**src/rtl/bccr_pkg.sv**
```systemverilog
// Shared types, codes and constants for the block cache clock-replacement controller.
`default_nettype none

package bccr_pkg;

  // Fixed field widths of the request and result transactions.
  localparam int KIND_W   = 2;
  localparam int FILE_W   = 10;
  localparam int OFFSET_W = 40;
  localparam int BLOCK_W  = 28;
  localparam int SLOT_W   = 5;
  localparam int CNT_W    = 32;
  localparam int KEY_W    = FILE_W + BLOCK_W;

  // A single request never produces more than this many results.
  localparam int MAX_OUT  = 32;
  localparam int FOUND_W  = $clog2(MAX_OUT + 1);

  // Parameter defaults.
  localparam int DEF_ENTRIES     = 32;
  localparam int DEF_BLOCK_BYTES = 4096;

  // Request kinds.
  localparam logic [KIND_W-1:0] KIND_READ  = 2'd0;
  localparam logic [KIND_W-1:0] KIND_WRITE = 2'd1;
  localparam logic [KIND_W-1:0] KIND_SYNC  = 2'd2;
  localparam logic [KIND_W-1:0] KIND_CLEAR = 2'd3;

  typedef enum logic [2:0] {
    ST_IDLE,
    ST_LOOKUP,
    ST_EVICT,
    ST_INSTALL,
    ST_CLEAR,
    ST_SYNC
  } bccr_state_t;

  // Commands from the controller to the datapath.
  typedef struct packed {
    logic capture;     // latch the incoming request, restart the slot scan
    logic scan;        // lookup scan: read one slot, compare the previous one
    logic hit;         // commit a lookup hit and emit its result
    logic pick_fill;   // miss with free slots: the next unused slot is the victim
    logic evict_step;  // one step of the clock hand
    logic install;     // write the new key into the victim slot and emit
    logic clear;       // zero the counters and emit
    logic sync_scan;   // sync scan: read one slot, test the previous one
    logic sync_flush;  // emit the held writeback as the final result
  } bccr_cmd_t;

  // Status from the datapath to the controller.
  typedef struct packed {
    logic lk_match;    // compared slot holds the requested key
    logic scan_done;   // every filled slot has been read and compared
    logic full;        // all slots are in use
    logic hand_ref;    // slot under the clock hand is referenced
    logic sync_done;   // sync scan has finished or reached the result limit
  } bccr_stat_t;

  // One result transaction.
  typedef struct packed {
    logic               hit;
    logic [SLOT_W-1:0]  slot;
    logic               fill_needed;
    logic               wb_valid;
    logic [FILE_W-1:0]  wb_file;
    logic [BLOCK_W-1:0] wb_block;
    logic               last;
    logic [CNT_W-1:0]   hits_total;
    logic [CNT_W-1:0]   misses_total;
  } bccr_res_t;

endpackage

`default_nettype wire

```
**src/rtl/bccr_ram.sv**
```systemverilog
// Generic single-write, single-read RAM with a registered read port.
`default_nettype none

module bccr_ram #(
  parameter int WIDTH = 8,
  parameter int DEPTH = 32
) (
  input  wire logic                     clk,
  input  wire logic                     wr_en,
  input  wire logic [$clog2(DEPTH)-1:0] wr_addr,
  input  wire logic [WIDTH-1:0]         wr_data,
  input  wire logic                     rd_en,
  input  wire logic [$clog2(DEPTH)-1:0] rd_addr,
  output logic      [WIDTH-1:0]         rd_data
);

  logic [WIDTH-1:0] mem [DEPTH];

  always_ff @(posedge clk) begin
    if (wr_en) begin
      mem[wr_addr] <= wr_data;
    end
    if (rd_en) begin
      rd_data <= mem[rd_addr];
    end
  end

endmodule

`default_nettype wire

```
**src/rtl/bccr_ctrl.sv**
```systemverilog
// Controller state machine that sequences lookup, eviction, install, sync and clear.
`default_nettype none

module bccr_ctrl (
  input  wire logic                        clk,
  input  wire logic                        rst_n,
  input  wire logic                        start,
  input  wire logic [bccr_pkg::KIND_W-1:0] in_kind,
  input  wire bccr_pkg::bccr_stat_t        stat,
  output bccr_pkg::bccr_cmd_t              cmd,
  output logic                             busy
);
  import bccr_pkg::*;

  bccr_state_t state_r, state_nxt;

  always_ff @(posedge clk) begin
    if (!rst_n) begin
      state_r <= ST_IDLE;
    end else begin
      state_r <= state_nxt;
    end
  end

  always_comb begin
    state_nxt = state_r;
    cmd       = '0;
    busy      = 1'b1;
    case (state_r)
      ST_IDLE: begin
        busy = 1'b0;
        if (start) begin
          cmd.capture = 1'b1;
          case (in_kind)
            KIND_CLEAR: state_nxt = ST_CLEAR;
            KIND_SYNC:  state_nxt = ST_SYNC;
            default:    state_nxt = ST_LOOKUP;
          endcase
        end
      end
      ST_LOOKUP: begin
        cmd.scan = 1'b1;
        if (stat.lk_match) begin
          cmd.hit   = 1'b1;
          state_nxt = ST_IDLE;
        end else if (stat.scan_done) begin
          if (stat.full) begin
            state_nxt = ST_EVICT;
          end else begin
            cmd.pick_fill = 1'b1;
            state_nxt     = ST_INSTALL;
          end
        end
      end
      ST_EVICT: begin
        cmd.evict_step = 1'b1;
        if (!stat.hand_ref) begin
          state_nxt = ST_INSTALL;
        end
      end
      ST_INSTALL: begin
        cmd.install = 1'b1;
        state_nxt   = ST_IDLE;
      end
      ST_CLEAR: begin
        cmd.clear = 1'b1;
        state_nxt = ST_IDLE;
      end
      ST_SYNC: begin
        if (stat.sync_done) begin
          cmd.sync_flush = 1'b1;
          state_nxt      = ST_IDLE;
        end else begin
          cmd.sync_scan = 1'b1;
        end
      end
      default: begin
        state_nxt = ST_IDLE;
      end
    endcase
  end

endmodule

`default_nettype wire

```
**src/rtl/bccr_datapath.sv**
```systemverilog
// Datapath: tag RAM, per-slot flags, clock hand, counters and the result register.
`default_nettype none

module bccr_datapath #(
  parameter int ENTRIES     = bccr_pkg::DEF_ENTRIES,
  parameter int BLOCK_BYTES = bccr_pkg::DEF_BLOCK_BYTES
) (
  input  wire logic                          clk,
  input  wire logic                          rst_n,
  input  wire bccr_pkg::bccr_cmd_t           cmd,
  output bccr_pkg::bccr_stat_t               stat,
  input  wire logic [bccr_pkg::KIND_W-1:0]   in_kind,
  input  wire logic [bccr_pkg::FILE_W-1:0]   in_file_id,
  input  wire logic [bccr_pkg::OFFSET_W-1:0] in_byte_offset,
  output bccr_pkg::bccr_res_t                res,
  output logic                               res_valid
);
  import bccr_pkg::*;

  localparam int IW  = $clog2(ENTRIES);
  localparam int CW  = $clog2(ENTRIES + 1);
  localparam int BSH = $clog2(BLOCK_BYTES);
  localparam logic [CW-1:0]      ENT_C     = CW'(ENTRIES);
  localparam logic [IW-1:0]      LAST_IDX  = IW'(ENTRIES - 1);
  localparam logic [FOUND_W-1:0] MAX_OUT_C = FOUND_W'(MAX_OUT);

  function automatic logic [SLOT_W-1:0] to_slot(input logic [IW-1:0] idx);
    logic [IW+SLOT_W-1:0] ext;
    ext = {{SLOT_W{1'b0}}, idx};
    return ext[SLOT_W-1:0];
  endfunction

  // Block number is the byte offset shifted by the block size, kept to the block field width.
  logic [OFFSET_W-1:0] blk_shift;
  assign blk_shift = in_byte_offset >> BSH;

  // Request registers.
  logic [KIND_W-1:0]  kind_r, kind_nxt;
  logic [FILE_W-1:0]  file_r, file_nxt;
  logic [BLOCK_W-1:0] block_r, block_nxt;

  // Scan, replacement and counter state.
  logic [CW-1:0]      scan_addr_r, scan_addr_nxt;
  logic               cmp_vld_r, cmp_vld_nxt;
  logic [IW-1:0]      cmp_idx_r, cmp_idx_nxt;
  logic [IW-1:0]      victim_r, victim_nxt;
  logic               evict_r, evict_nxt;
  logic [IW-1:0]      hand_r, hand_nxt;
  logic [CW-1:0]      filled_r, filled_nxt;
  logic [CNT_W-1:0]   hits_r, hits_nxt;
  logic [CNT_W-1:0]   misses_r, misses_nxt;
  logic [ENTRIES-1:0] ref_r, ref_nxt;
  logic [ENTRIES-1:0] dirty_r, dirty_nxt;

  // Sync writeback held until the next one shows whether it is the final one.
  logic               pend_vld_r, pend_vld_nxt;
  logic [SLOT_W-1:0]  pend_slot_r, pend_slot_nxt;
  logic [BLOCK_W-1:0] pend_block_r, pend_block_nxt;
  logic [FOUND_W-1:0] found_r, found_nxt;

  bccr_res_t res_r, res_nxt;
  logic      res_valid_r, res_valid_nxt;

  // Tag RAM.
  logic               rd_en, wr_en;
  logic [IW-1:0]      rd_addr;
  logic [KEY_W-1:0]   rd_data;
  logic [FILE_W-1:0]  rd_file;
  logic [BLOCK_W-1:0] rd_block;
  logic               issue;
  logic               sync_hit;
  logic [IW-1:0]      hand_adv, victim_adv;

  bccr_ram #(
    .WIDTH(KEY_W),
    .DEPTH(ENTRIES)
  ) u_tag_ram (
    .clk    (clk),
    .wr_en  (wr_en),
    .wr_addr(victim_r),
    .wr_data({file_r, block_r}),
    .rd_en  (rd_en),
    .rd_addr(rd_addr),
    .rd_data(rd_data)
  );

  assign rd_file    = rd_data[KEY_W-1:BLOCK_W];
  assign rd_block   = rd_data[BLOCK_W-1:0];
  assign hand_adv   = (hand_r == LAST_IDX) ? '0 : hand_r + 1'b1;
  assign victim_adv = (victim_r == LAST_IDX) ? '0 : victim_r + 1'b1;

  assign issue    = (cmd.scan || cmd.sync_scan) && (scan_addr_r < filled_r) &&
                    (found_r < MAX_OUT_C);
  assign sync_hit = cmd.sync_scan && cmp_vld_r && (found_r < MAX_OUT_C) &&
                    dirty_r[cmp_idx_r] && (rd_file == file_r);

  assign stat.lk_match  = cmp_vld_r && (rd_data == {file_r, block_r});
  assign stat.scan_done = (scan_addr_r >= filled_r) && !cmp_vld_r;
  assign stat.full      = (filled_r == ENT_C);
  assign stat.hand_ref  = ref_r[hand_r];
  assign stat.sync_done = stat.scan_done || (found_r == MAX_OUT_C);

  always_comb begin
    kind_nxt       = kind_r;
    file_nxt       = file_r;
    block_nxt      = block_r;
    scan_addr_nxt  = scan_addr_r;
    cmp_vld_nxt    = cmp_vld_r;
    cmp_idx_nxt    = cmp_idx_r;
    victim_nxt     = victim_r;
    evict_nxt      = evict_r;
    hand_nxt       = hand_r;
    filled_nxt     = filled_r;
    hits_nxt       = hits_r;
    misses_nxt     = misses_r;
    ref_nxt        = ref_r;
    dirty_nxt      = dirty_r;
    pend_vld_nxt   = pend_vld_r;
    pend_slot_nxt  = pend_slot_r;
    pend_block_nxt = pend_block_r;
    found_nxt      = found_r;
    res_nxt        = res_r;
    res_valid_nxt  = 1'b0;
    rd_en          = 1'b0;
    rd_addr        = scan_addr_r[IW-1:0];
    wr_en          = 1'b0;

    if (cmd.capture) begin
      kind_nxt      = in_kind;
      file_nxt      = in_file_id;
      block_nxt     = blk_shift[BLOCK_W-1:0];
      scan_addr_nxt = '0;
      cmp_vld_nxt   = 1'b0;
      found_nxt     = '0;
      pend_vld_nxt  = 1'b0;
    end

    // Scan pipeline: read one slot per cycle, compare it in the next.
    if (cmd.scan || cmd.sync_scan) begin
      cmp_vld_nxt = issue;
      if (issue) begin
        rd_en         = 1'b1;
        scan_addr_nxt = scan_addr_r + 1'b1;
        cmp_idx_nxt   = scan_addr_r[IW-1:0];
      end
    end

    if (cmd.hit) begin
      ref_nxt[cmp_idx_r] = 1'b1;
      if (kind_r == KIND_WRITE) begin
        dirty_nxt[cmp_idx_r] = 1'b1;
      end
      hits_nxt             = hits_r + 1'b1;
      res_valid_nxt        = 1'b1;
      res_nxt              = '0;
      res_nxt.hit          = 1'b1;
      res_nxt.slot         = to_slot(cmp_idx_r);
      res_nxt.last         = 1'b1;
      res_nxt.hits_total   = hits_r + 1'b1;
      res_nxt.misses_total = misses_r;
    end

    if (cmd.pick_fill) begin
      victim_nxt = filled_r[IW-1:0];
      evict_nxt  = 1'b0;
    end

    // Second chance: a referenced slot loses its bit and the hand moves on.
    if (cmd.evict_step) begin
      if (ref_r[hand_r]) begin
        ref_nxt[hand_r] = 1'b0;
        hand_nxt        = hand_adv;
      end else begin
        victim_nxt = hand_r;
        evict_nxt  = 1'b1;
        rd_en      = 1'b1;
        rd_addr    = hand_r;
      end
    end

    if (cmd.install) begin
      wr_en                = 1'b1;
      ref_nxt[victim_r]    = 1'b1;
      dirty_nxt[victim_r]  = (kind_r == KIND_WRITE);
      if (evict_r) begin
        hand_nxt = victim_adv;
      end else begin
        filled_nxt = filled_r + 1'b1;
      end
      misses_nxt           = misses_r + 1'b1;
      res_valid_nxt        = 1'b1;
      res_nxt              = '0;
      res_nxt.slot         = to_slot(victim_r);
      res_nxt.fill_needed  = 1'b1;
      if (evict_r && dirty_r[victim_r]) begin
        res_nxt.wb_valid = 1'b1;
        res_nxt.wb_file  = rd_file;
        res_nxt.wb_block = rd_block;
      end
      res_nxt.last         = 1'b1;
      res_nxt.hits_total   = hits_r;
      res_nxt.misses_total = misses_r + 1'b1;
    end

    if (cmd.clear) begin
      hits_nxt      = '0;
      misses_nxt    = '0;
      res_valid_nxt = 1'b1;
      res_nxt       = '0;
      res_nxt.last  = 1'b1;
    end

    if (sync_hit) begin
      dirty_nxt[cmp_idx_r] = 1'b0;
      if (pend_vld_r) begin
        res_valid_nxt        = 1'b1;
        res_nxt              = '0;
        res_nxt.slot         = pend_slot_r;
        res_nxt.wb_valid     = 1'b1;
        res_nxt.wb_file      = file_r;
        res_nxt.wb_block     = pend_block_r;
        res_nxt.hits_total   = hits_r;
        res_nxt.misses_total = misses_r;
      end
      pend_vld_nxt   = 1'b1;
      pend_slot_nxt  = to_slot(cmp_idx_r);
      pend_block_nxt = rd_block;
      found_nxt      = found_r + 1'b1;
    end

    if (cmd.sync_flush && pend_vld_r) begin
      res_valid_nxt        = 1'b1;
      res_nxt              = '0;
      res_nxt.slot         = pend_slot_r;
      res_nxt.wb_valid     = 1'b1;
      res_nxt.wb_file      = file_r;
      res_nxt.wb_block     = pend_block_r;
      res_nxt.last         = 1'b1;
      res_nxt.hits_total   = hits_r;
      res_nxt.misses_total = misses_r;
      pend_vld_nxt         = 1'b0;
    end
  end

  always_ff @(posedge clk) begin
    if (!rst_n) begin
      cmp_vld_r   <= 1'b0;
      hand_r      <= '0;
      filled_r    <= '0;
      hits_r      <= '0;
      misses_r    <= '0;
      ref_r       <= '0;
      dirty_r     <= '0;
      pend_vld_r  <= 1'b0;
      found_r     <= '0;
      res_valid_r <= 1'b0;
    end else begin
      cmp_vld_r   <= cmp_vld_nxt;
      hand_r      <= hand_nxt;
      filled_r    <= filled_nxt;
      hits_r      <= hits_nxt;
      misses_r    <= misses_nxt;
      ref_r       <= ref_nxt;
      dirty_r     <= dirty_nxt;
      pend_vld_r  <= pend_vld_nxt;
      found_r     <= found_nxt;
      res_valid_r <= res_valid_nxt;
    end
  end

  always_ff @(posedge clk) begin
    kind_r       <= kind_nxt;
    file_r       <= file_nxt;
    block_r      <= block_nxt;
    scan_addr_r  <= scan_addr_nxt;
    cmp_idx_r    <= cmp_idx_nxt;
    victim_r     <= victim_nxt;
    evict_r      <= evict_nxt;
    pend_slot_r  <= pend_slot_nxt;
    pend_block_r <= pend_block_nxt;
    res_r        <= res_nxt;
  end

  assign res       = res_r;
  assign res_valid = res_valid_r;

endmodule

`default_nettype wire

```
**src/rtl/block_cache_clock_replacement_top.sv**
```systemverilog
// Top level of the block cache tag and second-chance replacement controller.
//
//   Channel   Ports                                   Transfer
//   -------   -------------------------------------   -------------------------------
//   request   start, busy, in_kind, in_file_id,       start high while busy is low
//             in_byte_offset
//   result    out_valid, out_hit ... out_misses_total one cycle per strobe, no stall
//
// A request is captured, then the tag RAM is scanned one slot per cycle through its
// single registered read port. A miss on a full cache then steps the clock hand,
// up to ENTRIES + 1 steps. A sync delivers its writebacks spread over the scan,
// at most one per cycle.
// Reset is synchronous and active low; it clears all slot flags, the hand, the
// fill count and both counters, and needs no clearing pass over the tag RAM.
// The receiver cannot stall, so each result transaction is shown for one cycle.
`default_nettype none

module block_cache_clock_replacement_top #(
  // Number of cache slots, from 2 to 32.
  parameter int ENTRIES     = bccr_pkg::DEF_ENTRIES,
  // Block size in bytes; a power of two from 4096 to 65536.
  parameter int BLOCK_BYTES = bccr_pkg::DEF_BLOCK_BYTES
) (
  input  wire logic                          clk,
  input  wire logic                          rst_n,
  input  wire logic                          start,
  output logic                               busy,
  input  wire logic [bccr_pkg::KIND_W-1:0]   in_kind,
  input  wire logic [bccr_pkg::FILE_W-1:0]   in_file_id,
  input  wire logic [bccr_pkg::OFFSET_W-1:0] in_byte_offset,
  output logic                               out_valid,
  output logic                               out_hit,
  output logic [bccr_pkg::SLOT_W-1:0]        out_slot,
  output logic                               out_fill_needed,
  output logic                               out_writeback_valid,
  output logic [bccr_pkg::FILE_W-1:0]        out_writeback_file,
  output logic [bccr_pkg::BLOCK_W-1:0]       out_writeback_block,
  output logic                               out_last,
  output logic [bccr_pkg::CNT_W-1:0]         out_hits_total,
  output logic [bccr_pkg::CNT_W-1:0]         out_misses_total
);
  import bccr_pkg::*;

  bccr_cmd_t  cmd;
  bccr_stat_t stat;
  bccr_res_t  res;

  // The controller walks each transaction through its phases; it sees only the
  // request kind and the datapath status.
  bccr_ctrl u_ctrl (
    .clk    (clk),
    .rst_n  (rst_n),
    .start  (start),
    .in_kind(in_kind),
    .stat   (stat),
    .cmd    (cmd),
    .busy   (busy)
  );

  // The datapath holds the keys in the tag RAM and the reference and dirty bits,
  // the clock hand, the fill count and the counters in flip-flops. Slots fill in
  // order and are never invalidated, so a slot is valid exactly when its index
  // is below the fill count.
  bccr_datapath #(
    .ENTRIES    (ENTRIES),
    .BLOCK_BYTES(BLOCK_BYTES)
  ) u_datapath (
    .clk           (clk),
    .rst_n         (rst_n),
    .cmd           (cmd),
    .stat          (stat),
    .in_kind       (in_kind),
    .in_file_id    (in_file_id),
    .in_byte_offset(in_byte_offset),
    .res           (res),
    .res_valid     (out_valid)
  );

  assign out_hit             = res.hit;
  assign out_slot            = res.slot;
  assign out_fill_needed     = res.fill_needed;
  assign out_writeback_valid = res.wb_valid;
  assign out_writeback_file  = res.wb_file;
  assign out_writeback_block = res.wb_block;
  assign out_last            = res.last;
  assign out_hits_total      = res.hits_total;
  assign out_misses_total    = res.misses_total;

endmodule

`default_nettype wire

```
**config.mk**
```make
export PLATFORM = sky130hd
export DESIGN_NAME = block_cache_clock_replacement_top
export DESIGN_NICKNAME = d
export VERILOG_FILES = /design/src/rtl/bccr_pkg.sv /design/src/rtl/bccr_ram.sv /design/src/rtl/bccr_ctrl.sv /design/src/rtl/bccr_datapath.sv /design/src/rtl/block_cache_clock_replacement_top.sv
export SDC_FILE = /design/constraint.sdc
export NUM_CORES = 2
export LEC_CHECK = 0
export ABC_CLOCK_PERIOD_IN_PS = 11600
export BUFFER_PORTS_ARGS = -buffer_cell sky130_fd_sc_hd__buf_2
export CAP_MARGIN = 10
export CORE_AREA = 4 4 436 438
export DETAILED_ROUTE_END_ITERATION = 8
export DIE_AREA = 0 0 440 442
export PLACE_DENSITY = 0.56
export RECOVER_POWER = 50
export SYNTH_ARGS = -nofsm -noshare
export SYNTH_HDL_FRONTEND = slang
export SYNTH_SLANG_ARGS = --single-unit
```
**constraint.sdc**
```tcl
create_clock -name clk -period 11.6 [get_ports clk]
set_input_delay 1.74 -clock clk [delete_from_list [all_inputs] [get_ports clk]]
set_output_delay 1.74 -clock clk [all_outputs]
set_load 0.005 [all_outputs]
```
Yosys cells after proc, flatten, opt, wreduce, memory -nomap -nowiden. Memory sizes are Yosys's and may differ from the RTL's. A register that Yosys moved wholly into a read port is not among the register bits. Cells that the tools add are included.

Register bits: 352. Latch bits: 0. RAM bits: 1216. Memory bits (read-only): 0. Input port bits: 55. Output and inout bits: 113. Word-level logic and storage cells: 182. Memories: 1.

$add $sub $neg: 7. Multiply operators: 0. Divide/modulo/power cells: 0. $lt $le $gt $ge: 9. Eq/ne operators: 18. Shifts and indexed selects: 0. Mux-type cells: 85. Bitwise gates (word level): 9. Reduce and logical (&&, ||, !) cells: 24.

Memory list: u_datapath.u_tag_ram.mem (words 32, width 38, read ports 1, clocked after memory_dff 1, wr ports 1, RTL line bccr_ram.sv:17) `logic [WIDTH-1:0] mem [DEPTH];`.

Operators with widths (count): two-way mux 111 bit (5); two-way mux 32 bit (8); two-way mux 110 bit (1); bitwise OR 32 bit (3); adder 32 x 1 -> 32 bit (second input constant) (2); bitwise AND 32 bit (2); NOT 32 bit (2); two-way mux 5 bit (11); two-way mux 39 bit (1); equality test 38 bit (1); two-way mux 1 bit (38); bitwise mux 32 bit (1); two-way mux 6 bit (5); adder 6 x 1 -> 6 bit (second input constant) (3); < comparator 5 x 6 -> 1 bit (second input constant) (3); two-way mux 3 bit (6); binary-select mux 1 bit (select 5 bit) (3); demux 1 bit (select 5 bit) (3); greater-or-equal comparator 5 x 1 -> 1 bit (second input constant) (3); logical AND 1 bit (13); equality test 6 bit (second input constant) (2); one-hot mux 3 bit (4 select lines) (1); adder 5 x 1 -> 5 bit (second input constant) (2); equality test 10 bit (1); other kinds (21) (32).

Longest topological paths before layout.
Word-level depth: 12. Gate-level depth with buffers: 16. Depth with buffers taken out: 12.

Modules after synthesis. A second synthesis with hierarchy kept.

Cell total of the unflattened synthesis: 4676. Area, all modules: 66193.5 um^2.

By module, submodules not included: bccr_ram (instances 1, cells each 2675, area each 48512.8 um^2, seq. area each 37656.1 um^2); bccr_datapath (instances 1, cells each 1967, area each 17397.9 um^2, seq. area each 7767.4 um^2); bccr_ctrl (instances 1, cells each 34, area each 282.8 um^2, seq. area each 60.1 um^2).

Worst setup path after synthesis. Ideal clock, no wire load.

Path kind: reg-to-reg. Start point: reg u_datapath.filled_r[3]. End point: reg u_datapath.u_tag_ram.rd_data[0] (read register of u_datapath.u_tag_ram.mem) (enable). Library setup time: 0.401 ns. Arrival time: 3.648 ns. Required time: 11.199 ns. Setup slack: 7.551 ns. Cell stages (with the launch flop): 11. Path buffers: 0. Clock period less this slack: 4.049 ns. Cell sequence: dfxtp_1 inv_1 ha_1 a21o_1 a21o_1 a21o_1 o21ba_2 nor3_1 nor2_1 nor4_2 nand2b_1.

Cells in the longest elaborated chain, start to end: 12. Elaborated cells between the ends (all ways): 13. Those cells by class: order compare: 2; mux: 6; reduce/logical: 5.

RTL lines: start: declaration (RTL line bccr_datapath.sv:49) `logic [CW-1:0] filled_r, filled_nxt;`; start signal: assignment (RTL line bccr_datapath.sv:260) `filled_r <= filled_nxt;`; greater-or-equal comparator 6 bit (RTL line bccr_datapath.sv:98) `assign stat.scan_done = (scan_addr_r >= filled_r) && !cmp_vld_r;`; logical AND 1 bit (RTL line bccr_datapath.sv:98); logical OR 1 bit (RTL line bccr_datapath.sv:101) `assign stat.sync_done = stat.scan_done || (found_r == MAX_OUT_C);`; two-way mux 1 bit (RTL line bccr_ctrl.sv:70) `if (stat.sync_done) begin`; two-way mux 2 bit (RTL line bccr_ctrl.sv:29) `case (state_r)`; logical OR 1 bit (RTL line bccr_datapath.sv:92, bccr_datapath.sv:139); logical AND 1 bit (2 in a row) (RTL line bccr_datapath.sv:92) `assign issue = (cmd.scan || cmd.sync_scan) && (scan_addr_r < filled_r) &&`; two-way mux 1 bit (RTL line bccr_datapath.sv:141) `if (issue) begin`; two-way mux 1 bit (*) (RTL line bccr_datapath.sv:139) `if (cmd.scan || cmd.sync_scan) begin`; two-way mux 1 bit (RTL line bccr_datapath.sv:170) `if (ref_r[hand_r]) begin`; two-way mux 1 bit (*) (RTL line bccr_datapath.sv:169) `if (cmd.evict_step) begin`; net u_datapath.rd_en (RTL line bccr_datapath.sv:65) `logic rd_en, wr_en;`; end: declaration (RTL line bccr_ram.sv:14) `output logic [WIDTH-1:0] rd_data`.

Mark *: on every way through the listed nets, which the timed path passes. The rest lies on a longest branch. A chain may end at the register's enable or synchronous reset.

==> results by stage <==
Outcome:
- The run finished, with violations left.
- The checks that failed: max-capacitance violations, max-slew violations.

Timing:
- Adding up every negative setup slack in the final design gives 0 ns.
- The count of final hold-check violations is 0.
- The smallest clock period supported by the final layout is computed as 6.32 ns.
- Dividing the final minimum period by the clock period gives ~54%.
- The clock skew after layout is between 0.07 and 0.08 ns.
- Static timing analysis puts the maximum clock frequency at 158 MHz.
- The headroom to the max-slew limit is -164%.
- Hold timing on the final database bottoms out at a slack of 0.445 ns.
- The number of pins with negative max-slew slack in the final report is 600.
- For the pin with the worst max-slew slack, the measured transition is around 4.0 ns.
- Setup repair after global routing left no endpoint under its margin.
- Setup violations remaining at the end of the flow were counted as 0.

Logic synthesis:
- In this run the cell area of the synthesized design comes to 64,800 µm².
- The total of warnings raised by yosys is 0.
- The per-instance average area after synthesis is approximately 13 µm².
- The flip-flop cell with the highest count after synthesis is edfxtp_1.
- The most common cell in the synthesized netlist is edfxtp_1.
- The count of flip-flops with a built-in enable after synthesis is 1,332.
- The biggest area consumer among synthesized cells is edfxtp_1.
- For this run, asynchronously set or reset flops after synthesis account for 0%.
- In this run, synthesis produced a sequential element count of 1,606.
- The number of library cell types mapped by synthesis is 80.
- The commonest cells after synthesis are 1,332 x edfxtp_1, 760 x nand2_1, 284 x nor2_1.
- Yosys attributes the largest share of cell area to edfxtp_1 62%, dfxtp_1 8.5%, nand2_1 4.4%, and3_1 2.1%, a31oi_1 1.7%.
- The cell count after synthesis came out at 5,025.
- The area share of the largest cell type after synthesis is 61.8%.
- The post-synthesis sequential area ratio is 70.2%.
- The number of nets in the synthesized netlist is 5,103.

Routing:
- After detailed routing, the number of remaining DRC violations is 0.
- The total vias in the final route is roughly 43,000.
- The residual antenna-violating net count after detailed routing is 0.
- The vias per cell is 5.58.
- Dividing the detail-routed wire length by the instance count gives roughly 26 µm.
- The final layout contains routed wiring with a total length of 199 mm.
- The first detailed-routing pass ran for 5 iterations.
- The number of design-rule violations left by the first detailed-router iteration is ~4,800.

Clock tree:
- The CTS tree is done.
- The H-tree level count is 4.
- The clock buffer count from CTS is 167.
- For this design, the CTS-stage hold fixing added 0 buffers.
- The number of sinks driven by the clock tree is 1,606.
- The post-cts sizing count is 0.
- In this run the deepest clock path goes through 3 buffers.
- Once the clock tree was built, the setup fixing pass inserted 0 buffers.
- Clock tree synthesis selected as its root buffer the cell clkbuf_16.
- The later pin in the worst-skew pair is clocked with a latency of 0.84 ns.
- The clock-pin slew of the registers on the worst-case setup and hold paths is around 0.06 ns.

Critical path:
- The critical path is of the reg2reg type.
- Of all nets on the critical path, the largest fanout is 50.
- The critical path endpoint category is a flip-flop.
- At the worst endpoint, the required time is between 10 and 15 ns.
- STA classifies the critical path startpoint as a flip-flop.
- The number of cells on the worst reg-to-reg path is 11.
- Data arrives at the worst endpoint at 6.99 ns.

Hold path:
- The kind of path behind the tightest hold check is reg2reg.
- Along the worst hold path, the cell count comes to 1.

Global route:
- After global routing the overflow that remains totals 0.
- Entering global routing, the biggest net connects 168 pins.
- The via count of the first global-routing pass is ~41,000.
- Global routing consumed, on the met1 layer, 28.9% of the routing resources.
- The global routing met3 resource utilization is 3.39%.
- The met2 usage in global routing is 30.5%.
- The total routing resource utilization after global routing is 19.9%.
- The first-pass GRT wire length is a little under 300 mm.
- In this run the most used layer during global routing was met2.
- The number of antenna violations at the first check in global routing came to 4.

Floorplan:
- The die is 442 µm tall.
- The core footprint is about 190,000 µm².
- The number of top-level pins is 168.
- The die footprint is 194,000 µm².
- From left edge to right edge, the die measures between 400 and 500 µm.
- The initial cell density of the core is 34.7%.
- The cell row count is 159.

Placement:
- The global placement routability congestion is roughly 0.88.
- The HPWL after detailed placement is 107 mm.
- The count of input and output buffers is 155.

Power:
- The cell leakage power is 24.3 nW.
- In this run the power density over the cells is 173 nW/µm².
- The peak supply drop is approximately 0.00011 V.

Cells and area:
- The fraction of layout instances using a drive strength above 1 is a little over a tenth.
- At the end of the flow, the number of nets in the layout was 5,224.
- The area growth from synthesis to layout is 13.7%.

Job:
- The max-capacitance violation count is 15.
## critical path, cell delays in order (launching register included)
cell	delay, ns
edfxtp_1	0.32
clkbuf_1	1.11
xnor2_1	0.28
nand4_1	0.48
nor3_1	0.81
or4b_2	0.69
a211oi_4	0.34
o21a_4	0.45
buf_4	0.76
nor2_2	0.29
buf_4	0.30
o221a_2	0.28
## area by class of cell
class / instances / area (µm²)
multi-input combinational: 3026 / 18000
clock buffer: 219 / 4440
sequential: 1606 / 45500
clock inverter: 82 / 779
inverter: 53 / 200
antenna: 3 / 7.51
tap: 2495 / 3120
fill: 17700 / 113000
timing repair buffer: 292 / 1630
## stage by stage
| stage | instance area, µm² | total power [W] | cells | setup slack (ns) | util [%] |
|---|---|---|---|---|---|
| after global routing | 73600 | 0.0132 | 7773 | 4.89 | 39.5 |
| after detailed placement | 68600 | 0.00769 | 7471 | 5.75 | 36.8 |
| after global placement | 68600 | 0.00768 | 7471 | 5.87 | 36.8 |
| after floorplan | 64800 | 0.00723 | 5025 | 7.55 | - |
| after CTS | 73800 | 0.0128 | 7772 | 5.79 | 39.6 |
| final | 73600 | 0.0127 | 7776 | 5.28 | 39.5 |
## cell families (layout without fill, tap and decap cells)
logic type / after synthesis / after routing / synth area share [%]
other: 0 / 3 / 0
DFF: 1606 / 1606 / 70.2
xor gates and xnor gates: 100 / 100 / 1.35
and+or+nand+nor: 1635 / 1635 / 11.5
adders and majority gates: 23 / 23 / 0.444
AOI/OAI and AO/OA: 1153 / 1153 / 11.8
muxes: 115 / 115 / 2.14
buffers and inverters: 393 / 646 / 2.50
## flip-flops by register name (all words and copies together), names as in the netlist, 6 cells and up
signal / flops
u_datapath.block_r: 28
u_datapath.dirty_r: 32
u_datapath.file_r: 10
u_datapath.filled_r: 6
u_datapath.found_r: 6
u_datapath.hits_r: 32
u_datapath.misses_r: 32
u_datapath.pend_block_r: 28
u_datapath.ref_r: 32
u_datapath.res: 111
u_datapath.scan_addr_r: 6
u_datapath.u_tag_ram.mem: 1216
u_datapath.u_tag_ram.rd_data: 38
## cell usage in the layout (no fill, tap or decap), types with 11 or more instances in the layout
cell	n
edfxtp_1	1332
nand2_1	755
dfxtp_1	274
nor2_1	266
and3_1	220
o21ai_0	213
a21oi_1	182
a31oi_1	170
clkbuf_16	169
buf_2	148
a211oi_1	140
nand3_1	130
o22ai_1	115
clkbuf_1	105
buf_4	85
mux2i_1	77
a32oi_1	73
xnor2_1	67
nor4_1	62
nor3_1	50
clkinv_1	49
a221oi_1	43
a2111oi_0	40
nand4_1	39
inv_1	38
a22oi_1	34
xor2_1	33
o211ai_1	25
or3_1	23
ha_1	23
o2bb2ai_1	20
mux2_2	19
clkinv_2	18
nor2_4	17
o21a_1	17
mux4_2	16
a21boi_0	11
## path summary, 6_finish.rpt
kind	from	endpoint	slack [ns]
setup / recovery	u_datapath.file_r[6]$_DFFE_PP_	u_datapath.res[22]$_DFF_P_	5.28
hold reg to reg	u_datapath.res[55]$_DFF_P_	u_datapath.res[55]$_DFF_P_	0.44
setup reg to reg	u_datapath.file_r[6]$_DFFE_PP_	u_datapath.res[22]$_DFF_P_	5.28
hold / removal	u_datapath.res[55]$_DFF_P_	u_datapath.res[55]$_DFF_P_	0.44
## power breakdown
group	internal (W)	total [W]	switching, W
registers	0.00655	0.00666	0.000104
logic	0.000243	0.000906	0.000663
clock network	0.00285	0.00516	0.00231
## per-layer routing
layer	part of all wire, %	vias to the layer above	wire (µm)
met3	8.0	310	16000
met4	3.0	2	5870
met1	44	21900	87500
met2	45	1788	89300
li1	-	19400	-
met5	0.0035	-	7
No activity file was read; power rests on OpenSTA's default activity.
